--- config.mk ---
export PLATFORM = sky130hd
export DESIGN_NAME = box_downsample_2x2_unit_flat
export DESIGN_NICKNAME = d
export VERILOG_FILES = /design/src/sv/bds_pkg.sv /design/src/sv/bds_if.sv /design/src/sv/box_downsample_2x2_unit.sv /design/src/sv/bds_ram.sv /design/src/sv/bds_front.sv /design/src/sv/bds_queue.sv /design/src/sv/bds_back.sv /design/src/flat_wrapper.sv
export SDC_FILE = /design/constraint.sdc
export NUM_CORES = 2
export LEC_CHECK = 0
export BUFFER_PORTS_ARGS = -buffer_cell sky130_fd_sc_hd__buf_2
export CORE_MARGIN = 2
export CORE_UTILIZATION = 49
export DETAILED_ROUTE_END_ITERATION = 8
export RECOVER_POWER = 100
export SYNTH_ARGS = -nofsm -noshare
export SYNTH_HDL_FRONTEND = slang
export SYNTH_MEMORY_MAX_BITS = 65536
export SYNTH_SLANG_ARGS = --single-unit
--- constraint.sdc ---
create_clock -name clk -period 13.3 [get_ports clk]
set_clock_uncertainty 0.2 [all_clocks]
set_input_delay 1.33 -clock clk [delete_from_list [all_inputs] [get_ports clk]]
set_output_delay 1.33 -clock clk [all_outputs]
set_load 0.005 [all_outputs]
--- src/sv/bds_pkg.sv ---
// Shared types and constants of the 2x2 box downsampler.
// No dependencies; every other file but bds_ram refers to it by scoped names.
package bds_pkg;

  localparam int MAX_WIDTH  = 1024;
  localparam int MAX_HEIGHT = 1024;
  localparam int LINE_DEPTH = MAX_WIDTH / 2;
  localparam int SLOT_W     = $clog2(LINE_DEPTH);
  localparam int COL_W      = $clog2(MAX_WIDTH);
  localparam int ROW_W      = $clog2(MAX_HEIGHT);
  localparam int SIZE_W     = 11;
  localparam int PIX_W      = 8;
  localparam int PAIR_W     = PIX_W + 1;
  localparam int SUM_W      = PIX_W + 2;
  localparam int QDEPTH     = 4;
  localparam int QPTR_W     = $clog2(QDEPTH);
  localparam int QCNT_W     = $clog2(QDEPTH + 1);
  localparam int ADDR_W     = 3;
  localparam int DATA_W     = 32;

  localparam logic [SIZE_W-1:0] MIN_SIZE     = SIZE_W'(2);
  localparam logic [SIZE_W-1:0] RESET_WIDTH  = SIZE_W'(640);
  localparam logic [SIZE_W-1:0] RESET_HEIGHT = SIZE_W'(480);

  localparam logic REG_WIDTH  = 1'b0;
  localparam logic REG_HEIGHT = 1'b1;

  typedef struct packed {
    logic              read;
    logic [SLOT_W-1:0] slot;
    logic [PAIR_W-1:0] pair;
    logic              last;
  } op_t;

endpackage

--- src/sv/bds_if.sv ---
// Stream channels of the downsampler: raw pixels in, averaged pixels out.
// Depends on bds_pkg for field widths.
interface bds_in_if;
  logic                        valid;
  logic                        ready;
  logic [bds_pkg::PIX_W-1:0]   pixel_in;
  modport source (output valid, output pixel_in, input ready);
  modport sink (input valid, input pixel_in, output ready);
endinterface

interface bds_out_if;
  logic                        valid;
  logic                        ready;
  logic [bds_pkg::PIX_W-1:0]   pixel_out;
  logic                        frame_last;
  modport source (output valid, output pixel_out, output frame_last, input ready);
  modport sink (input valid, input pixel_out, input frame_last, output ready);
endinterface

--- src/sv/box_downsample_2x2_unit.sv ---
// Top level of the 2x2 box downsampler: APB registers, front, queue, back.
// Depends on bds_pkg, bds_if, bds_front, bds_queue, bds_back.
//
//   channel  dir  payload                 handshake
//   raw      in   pixel_in[7:0]           valid/ready
//   avg      out  pixel_out[7:0], last    valid/ready
//   apb      in   width @0, height @4     psel/penable/pwrite
//
// One pixel per cycle while the queue has room; the back end retires one queued operation a cycle
// unless a read waits on an output stall. A block's odd-row pair goes via queue, s1, output register.
// Reset clears counters, queue and valids; the line store is not cleared.
// An output stall fills the queue, then drops raw.ready.
module box_downsample_2x2_unit (
  input  logic                        clk,
  input  logic                        rst,
  input  logic                        psel,
  input  logic                        penable,
  input  logic                        pwrite,
  input  logic [bds_pkg::ADDR_W-1:0]  paddr,
  input  logic [bds_pkg::DATA_W-1:0]  pwdata,
  output logic [bds_pkg::DATA_W-1:0]  prdata,
  output logic                        pready,
  bds_in_if.sink                      raw,
  bds_out_if.source                   avg
);

  logic [bds_pkg::SIZE_W-1:0] src_w, src_h;
  logic                       wr;
  logic                       push, q_full, head_valid, pop;
  bds_pkg::op_t               push_op, head_op;

  assign pready = 1'b1;
  assign wr     = psel && penable && pwrite && pready;

  always_ff @(posedge clk) begin
    if (rst) begin
      src_w <= bds_pkg::RESET_WIDTH;
      src_h <= bds_pkg::RESET_HEIGHT;
    end else if (wr) begin
      if (paddr[2] == bds_pkg::REG_WIDTH) begin
        src_w <= pwdata[bds_pkg::SIZE_W-1:0];
      end else begin
        src_h <= pwdata[bds_pkg::SIZE_W-1:0];
      end
    end
  end

  assign prdata = (paddr[2] == bds_pkg::REG_HEIGHT) ? bds_pkg::DATA_W'(src_h)
                                                    : bds_pkg::DATA_W'(src_w);

  bds_front u_front (
    .clk     (clk),
    .rst     (rst),
    .src_w   (src_w),
    .src_h   (src_h),
    .raw     (raw),
    .q_full  (q_full),
    .push    (push),
    .push_op (push_op)
  );

  bds_queue u_queue (
    .clk        (clk),
    .rst        (rst),
    .push       (push),
    .push_op    (push_op),
    .full       (q_full),
    .head_valid (head_valid),
    .head_op    (head_op),
    .pop        (pop)
  );

  bds_back u_back (
    .clk        (clk),
    .rst        (rst),
    .head_valid (head_valid),
    .head_op    (head_op),
    .pop        (pop),
    .avg        (avg)
  );

endmodule

--- src/sv/bds_ram.sv ---
// Generic simple dual-port RAM with registered read.
// No dependencies.
module bds_ram #(
  parameter int WIDTH = 8,
  parameter int DEPTH = 16
) (
  input  logic                     clk,
  input  logic                     wr_en,
  input  logic [$clog2(DEPTH)-1:0] wr_addr,
  input  logic [WIDTH-1:0]         wr_data,
  input  logic                     rd_en,
  input  logic [$clog2(DEPTH)-1:0] rd_addr,
  output logic [WIDTH-1:0]         rd_data
);

  logic [WIDTH-1:0] mem [DEPTH];

  always_ff @(posedge clk) begin
    if (wr_en) begin
      mem[wr_addr] <= wr_data;
    end
    if (rd_en) begin
      rd_data <= mem[rd_addr];
    end
  end

endmodule

--- src/sv/bds_front.sv ---
// Front end: takes raw pixels, tracks column and row, forms pair sums.
// Depends on bds_pkg and bds_if; pushes line-store operations to bds_queue.
module bds_front (
  input  logic                        clk,
  input  logic                        rst,
  input  logic [bds_pkg::SIZE_W-1:0]  src_w,
  input  logic [bds_pkg::SIZE_W-1:0]  src_h,
  bds_in_if.sink                      raw,
  input  logic                        q_full,
  output logic                        push,
  output bds_pkg::op_t                push_op
);

  logic [bds_pkg::COL_W-1:0]  col, col_next;
  logic [bds_pkg::ROW_W-1:0]  row, row_next;
  logic [bds_pkg::PIX_W-1:0]  pend;
  logic [bds_pkg::SIZE_W-1:0] w, h, w_even, h_even, x_inc, y_inc, x_ext, y_ext;
  logic                       accept, in_block;

  always_comb begin
    w = src_w;
    if (src_w < bds_pkg::MIN_SIZE) begin
      w = bds_pkg::MIN_SIZE;
    end else if (src_w > bds_pkg::SIZE_W'(bds_pkg::MAX_WIDTH)) begin
      w = bds_pkg::SIZE_W'(bds_pkg::MAX_WIDTH);
    end
    h = src_h;
    if (src_h < bds_pkg::MIN_SIZE) begin
      h = bds_pkg::MIN_SIZE;
    end else if (src_h > bds_pkg::SIZE_W'(bds_pkg::MAX_HEIGHT)) begin
      h = bds_pkg::SIZE_W'(bds_pkg::MAX_HEIGHT);
    end
    w_even = {w[bds_pkg::SIZE_W-1:1], 1'b0};
    h_even = {h[bds_pkg::SIZE_W-1:1], 1'b0};
  end

  assign x_ext    = bds_pkg::SIZE_W'(col);
  assign y_ext    = bds_pkg::SIZE_W'(row);
  assign raw.ready = !q_full;
  assign accept   = raw.valid && raw.ready;
  assign in_block = (x_ext < w_even) && (y_ext < h_even);

  assign push         = accept && in_block && col[0];
  assign push_op.read = row[0];
  assign push_op.slot = col[bds_pkg::COL_W-1:1];
  assign push_op.pair = bds_pkg::PAIR_W'(pend) + bds_pkg::PAIR_W'(raw.pixel_in);
  assign push_op.last = (x_ext == w_even - bds_pkg::SIZE_W'(1))
                     && (y_ext == h_even - bds_pkg::SIZE_W'(1));

  // advance raster position, wrap at line and frame end
  always_comb begin
    x_inc    = x_ext + bds_pkg::SIZE_W'(1);
    y_inc    = y_ext + bds_pkg::SIZE_W'(1);
    col_next = x_inc[bds_pkg::COL_W-1:0];
    row_next = row;
    if (x_inc >= w) begin
      col_next = '0;
      row_next = y_inc[bds_pkg::ROW_W-1:0];
      if (y_inc >= h) begin
        row_next = '0;
      end
    end
  end

  always_ff @(posedge clk) begin
    if (rst) begin
      col <= '0;
      row <= '0;
    end else if (accept) begin
      col <= col_next;
      row <= row_next;
    end
  end

  always_ff @(posedge clk) begin
    if (accept && in_block && !col[0]) begin
      pend <= raw.pixel_in;
    end
  end

endmodule

--- src/sv/bds_queue.sv ---
// Short FIFO of line-store operations between front and back end.
// Depends on bds_pkg.
module bds_queue (
  input  logic         clk,
  input  logic         rst,
  input  logic         push,
  input  bds_pkg::op_t push_op,
  output logic         full,
  output logic         head_valid,
  output bds_pkg::op_t head_op,
  input  logic         pop
);

  bds_pkg::op_t               mem [bds_pkg::QDEPTH];
  logic [bds_pkg::QPTR_W-1:0] wr_ptr, rd_ptr;
  logic [bds_pkg::QCNT_W-1:0] count;

  assign full       = (count == bds_pkg::QCNT_W'(bds_pkg::QDEPTH));
  assign head_valid = (count != '0);
  assign head_op    = mem[rd_ptr];

  always_ff @(posedge clk) begin
    if (rst) begin
      wr_ptr <= '0;
      rd_ptr <= '0;
      count  <= '0;
    end else begin
      if (push) begin
        wr_ptr <= wr_ptr + bds_pkg::QPTR_W'(1);
      end
      if (pop) begin
        rd_ptr <= rd_ptr + bds_pkg::QPTR_W'(1);
      end
      if (push && !pop) begin
        count <= count + bds_pkg::QCNT_W'(1);
      end else if (pop && !push) begin
        count <= count - bds_pkg::QCNT_W'(1);
      end
    end
  end

  always_ff @(posedge clk) begin
    if (push) begin
      mem[wr_ptr] <= push_op;
    end
  end

endmodule

--- src/sv/bds_back.sv ---
// Back end: applies queued operations to the pair line store and
// averages odd-row pairs into the output register.
// Depends on bds_pkg, bds_if and bds_ram.
module bds_back (
  input  logic         clk,
  input  logic         rst,
  input  logic         head_valid,
  input  bds_pkg::op_t head_op,
  output logic         pop,
  bds_out_if.source    avg
);

  logic                       ram_wr, ram_rd;
  logic [bds_pkg::PAIR_W-1:0] rd_data;
  logic                       s1_valid, s1_last, s1_ready;
  logic [bds_pkg::PAIR_W-1:0] s1_pair;
  logic                       out_valid, out_free;
  logic [bds_pkg::SUM_W-1:0]  sum;

  assign out_free = !out_valid || avg.ready;
  assign s1_ready = !s1_valid || out_free;
  assign pop      = head_valid && (!head_op.read || s1_ready);
  assign ram_wr   = pop && !head_op.read;
  assign ram_rd   = pop && head_op.read;

  bds_ram #(
    .WIDTH (bds_pkg::PAIR_W),
    .DEPTH (bds_pkg::LINE_DEPTH)
  ) u_line (
    .clk     (clk),
    .wr_en   (ram_wr),
    .wr_addr (head_op.slot),
    .wr_data (head_op.pair),
    .rd_en   (ram_rd),
    .rd_addr (head_op.slot),
    .rd_data (rd_data)
  );

  assign sum = bds_pkg::SUM_W'(rd_data) + bds_pkg::SUM_W'(s1_pair);

  always_ff @(posedge clk) begin
    if (rst) begin
      s1_valid  <= 1'b0;
      out_valid <= 1'b0;
    end else begin
      if (s1_ready) begin
        s1_valid <= ram_rd;
      end
      if (out_free) begin
        out_valid <= s1_valid;
      end
    end
  end

  always_ff @(posedge clk) begin
    if (ram_rd) begin
      s1_pair <= head_op.pair;
      s1_last <= head_op.last;
    end
    if (out_free && s1_valid) begin
      avg.pixel_out  <= sum[bds_pkg::SUM_W-1:2];
      avg.frame_last <= s1_last;
    end
  end

  assign avg.valid = out_valid;

  a_pop_nonempty: assert property (@(posedge clk) disable iff (rst)
    pop |-> head_valid)
    else $error("pop from empty queue");

  a_read_lands: assert property (@(posedge clk) disable iff (rst)
    ram_rd |=> s1_valid)
    else $error("line read lost");

  a_s1_hold: assert property (@(posedge clk) disable iff (rst)
    s1_valid && !out_free |=> s1_valid && $stable(s1_pair) && $stable(s1_last))
    else $error("stalled stage changed");

endmodule

--- src/flat_wrapper.sv ---
// flat-port wrapper written by rule: the top's interface ports become plain ports
module box_downsample_2x2_unit_flat 
  (clk, rst, psel, penable, pwrite, paddr, pwdata, prdata, pready, raw_valid, raw_pixel_in, raw_ready, avg_valid, avg_pixel_out, avg_frame_last, avg_ready);
  bds_in_if raw_i ();
  bds_out_if avg_i ();
  input  logic clk;
  input  logic rst;
  input  logic psel;
  input  logic penable;
  input  logic pwrite;
  input  logic [bds_pkg::ADDR_W-1:0] paddr;
  input  logic [bds_pkg::DATA_W-1:0] pwdata;
  output logic [bds_pkg::DATA_W-1:0] prdata;
  output logic pready;
  input wire logic [$bits(raw_i.valid)-1:0] raw_valid;
  input wire logic [$bits(raw_i.pixel_in)-1:0] raw_pixel_in;
  output wire logic [$bits(raw_i.ready)-1:0] raw_ready;
  output wire logic [$bits(avg_i.valid)-1:0] avg_valid;
  output wire logic [$bits(avg_i.pixel_out)-1:0] avg_pixel_out;
  output wire logic [$bits(avg_i.frame_last)-1:0] avg_frame_last;
  input wire logic [$bits(avg_i.ready)-1:0] avg_ready;
  assign raw_i.valid = raw_valid;
  assign raw_i.pixel_in = raw_pixel_in;
  assign raw_ready = raw_i.ready;
  assign avg_valid = avg_i.valid;
  assign avg_pixel_out = avg_i.pixel_out;
  assign avg_frame_last = avg_i.frame_last;
  assign avg_i.ready = avg_ready;
  box_downsample_2x2_unit u_core (.clk(clk), .rst(rst), .psel(psel), .penable(penable), .pwrite(pwrite), .paddr(paddr), .pwdata(pwdata), .prdata(prdata), .pready(pready), .raw(raw_i), .avg(avg_i));
endmodule
==> impl_metrics.toml <==
[critical_path]
critPathMaxFanout = 32
slowest_delay_ns = 2.13
worstSetupEndpointType = "flip-flop"
critPathTopFamily = "buffers and inverters"
worstPathArrival_ns = 10.46
crit_type = "reg -> reg"
crit_path_top_delay_cell = "clkbuf_1"
startpoint_type = "flip-flop"
cp.required_ns = 13.77
worst-path-buf-inv = 3
crit_path_cell_trace = "mux4_2 -> clkbuf_1 -> nor2_1 -> clkbuf_1 -> a221oi_1 -> a211oi_1 -> nand4_1 -> nor4_1 -> clkbuf_1 -> nand4_1"
path_common_cell = "clkbuf_1"

[placement]
place_hpwl_mm = 317
dpl_cell_area_sq_um = 196000
portBuffers = 48
place_congestion = 0.866

[global_routing]
overflow = 0
grt_use_met2_pct = 42.3
grt_max_degree = 179
busiest_layer = "met2"
grt_usage_pct = 26.9
grt_util_met3_pct = 4.81
grt_pass1_wl_mm = 765
grt_pass1_vias = 107000
met1_usage_pct = 38.1
antenna_found_initial = 28

[finish]
nNetsFinal = 12200
postLayoutCellArea_sq_um = 210000
layout_commonest_cell = "edfxtp_1"
drive_gt1_share_pct = 9.49
area_growth_pct = 10.6
final_cell_mix = "edfxtp_1 (4724), nand2_1 (1947), mux2i_1 (677)"

[logic_synthesis]
synth_top_flop_cell = "edfxtp_1"
synth_area_sq_um = 190000
yosys-top-cells-area = "edfxtp_1 (75%), nand2_1 (3.9%), mux2i_1 (3.6%), mux4_2 (2.1%), a211oi_1 (1.7%)"
async_reset_ff_share_pct = 0
synth_cell_type_count = 82
syn_inst = 12200
synth_top_area_share_pct = 74.6
syn_area_per_cell_sq_um = 15.6
synth_edf_count = 4724
ys_seq_elements = 4777
ys_warn_count = 0
synth_seq_area_share_pct = 75.2
synth_top_area_cell = "edfxtp_1"

[floorplanning]
core_area_sq_um = 386000
die-area_sq_um = 393000
initial_core_util_pct = 49.3
fp-row-count = 228
die_h_um = 627
die_w_um = 627
num_io_pins = 94

[route]
firstDrtPassIters = 6
finalWirelength_mm = 539
vias_per_cell = 6.25
drtIter0Drc = 14300
antenna_left = 0
drc = 0
vias = 111000
post_drt_wl_per_cell_um = 30.4

[clock_tree]
cts_max_level = 5
clk_latency_ns = 1.01
clk_path_buf_depth = 4
cts_tree = "yes"
holdBufCountCts = 0
cts_buffers = 471
cts_root_buf = "clkbuf_16"
clock_sinks = 4777
clk_pin_slew_ns = 0.07
cts_resized = 0
cts_setup_buffers = 0

[timing]
hold_viol = 0
rsz0062_at_grt = "no"
maxSlewHeadroom_pct = -214
setup_viol = 0
tightest_slew_ns = 4.72
period_share_pct = 75.1
fmax_mhz = 100
finalCriticalPeriod_ns = 9.99
maxSlewViolCount = 2966
setup-tns-final_ns = 0

[outcome]
status = "finished, violations left"
violations = "capacitance limit, slew limit"

[power_and_ir_drop]
vdd_ir_drop_max_mv = 0.198
p_per_area_nw_per_um2 = 212
p_leak_nw = 67.0

[hold_path]
hp-class = "reg -> reg"

[flow_run]
cap_violations = 50
==> cells by family after synthesis <==
family	synth area share, %
compound gates	7.25
mux	6.12
other cells	0.00395
xor+xnor	0.244
buf+inv	2.13
simple gates	8.65
flops	75.2
fa+ha+maj	0.449
==> power by group <==
group	switching (mW)	internal, mW
Clock	5.59	7.44
Sequential	0.0897	18.9
Combinational	9.54	3.03
Total	15.2	29.4
==> synthesized netlist by cell type, types with 20 or more instances <==
cell,instances
edfxtp_1,4724
nand2_1,1951
mux2i_1,677
nor2_1,595
a211oi_1,434
clkbuf_1,420
nand3_1,377
a311oi_1,339
buf_2,301
and2_0,284
a32oi_1,184
mux4_2,179
a22oi_1,169
a21oi_1,147
a31oi_1,126
and2_1,112
nand4_1,95
buf_1,84
nor4_1,80
mux2_2,73
ha_1,65
nor2b_1,65
dfxtp_1,53
buf_4,46
o22ai_1,46
nor3_1,41
a221oi_1,39
o2111ai_1,38
a32o_1,31
xnor2_1,30
o21ai_0,29
a22o_1,25
inv_1,24
xor2_1,23
o41ai_1,21
and3_1,20
buf_6,20
==> registers in the layout, summed over array words and instances, names as in the netlist, 9 cells and up, named ones only <==
| name | cells |
|---|---|
| u_core.u_back.u_line.mem | 4608 |
| u_core.u_queue.mem | 80 |
| u_core.src_h | 11 |
| u_core.src_w | 11 |
| u_core.u_front.col | 10 |
| u_core.u_front.row | 10 |
| u_core.u_back.s1_pair | 9 |
| u_core.u_back.u_line.rd_data | 9 |
==> cell type report <==
class                           count  area [sq um]
Fill cell                       30200        176000
Sequential cell                  4777        143000
Multi-Input combinational cell   6563         43600
Timing Repair Buffer              288          2210
Antenna cell                        9          22.5
Clock buffer                      576         12300
Clock inverter                    283          2650
Inverter                           24          90.1
Tap cell                         5175          6470
==> layer usage <==
| layer | part of all wire, % | vias up |
|---|---|---|
| li1 | - | 47400 |
| met5 | 0.0085 | - |
| met2 | 46 | 5383 |
| met1 | 41 | 56900 |
| met3 | 9.3 | 919 |
| met4 | 3.8 | 8 |
==> worst paths after layout <==
| kind | start | end | slack [ns] | cells after the start |
|---|---|---|---|---|
| worst max register to register | flip-flop | u_core.u_back.u_line.rd_data[1]$_DFFE_PP_ | 3.31 | 10 |
| worst min register to register | u_core.u_back.s1_last$_DFFE_PP_ | u_core.u_back.avg.frame_last$_DFFE_PP_ | 0.29 | 0 |
| worst min-delay path | u_core.u_back.s1_last$_DFFE_PP_ | u_core.u_back.avg.frame_last$_DFFE_PP_ | 0.29 | 0 |
| worst max-delay path | flip-flop | u_core.u_back.u_line.rd_data[1]$_DFFE_PP_ | 3.31 | 10 |
==> per-stage QoR <==
step                      hold slack, ns  instances  util [%]  setup WS [ns]  total power, mW
final                              0.286      17700      54.5           3.31             44.6
after global routing               0.317      17700      54.5           2.93             46.0
after CTS                          0.272      17700      54.6           5.83             44.5
after detailed placement           0.256      16800      50.7           5.85             31.6
after global placement             0.261      16800      50.7           5.88             31.3
after floorplan                    0.200      12200         -           7.39             26.7
Power figures use the tool's default switching activity.
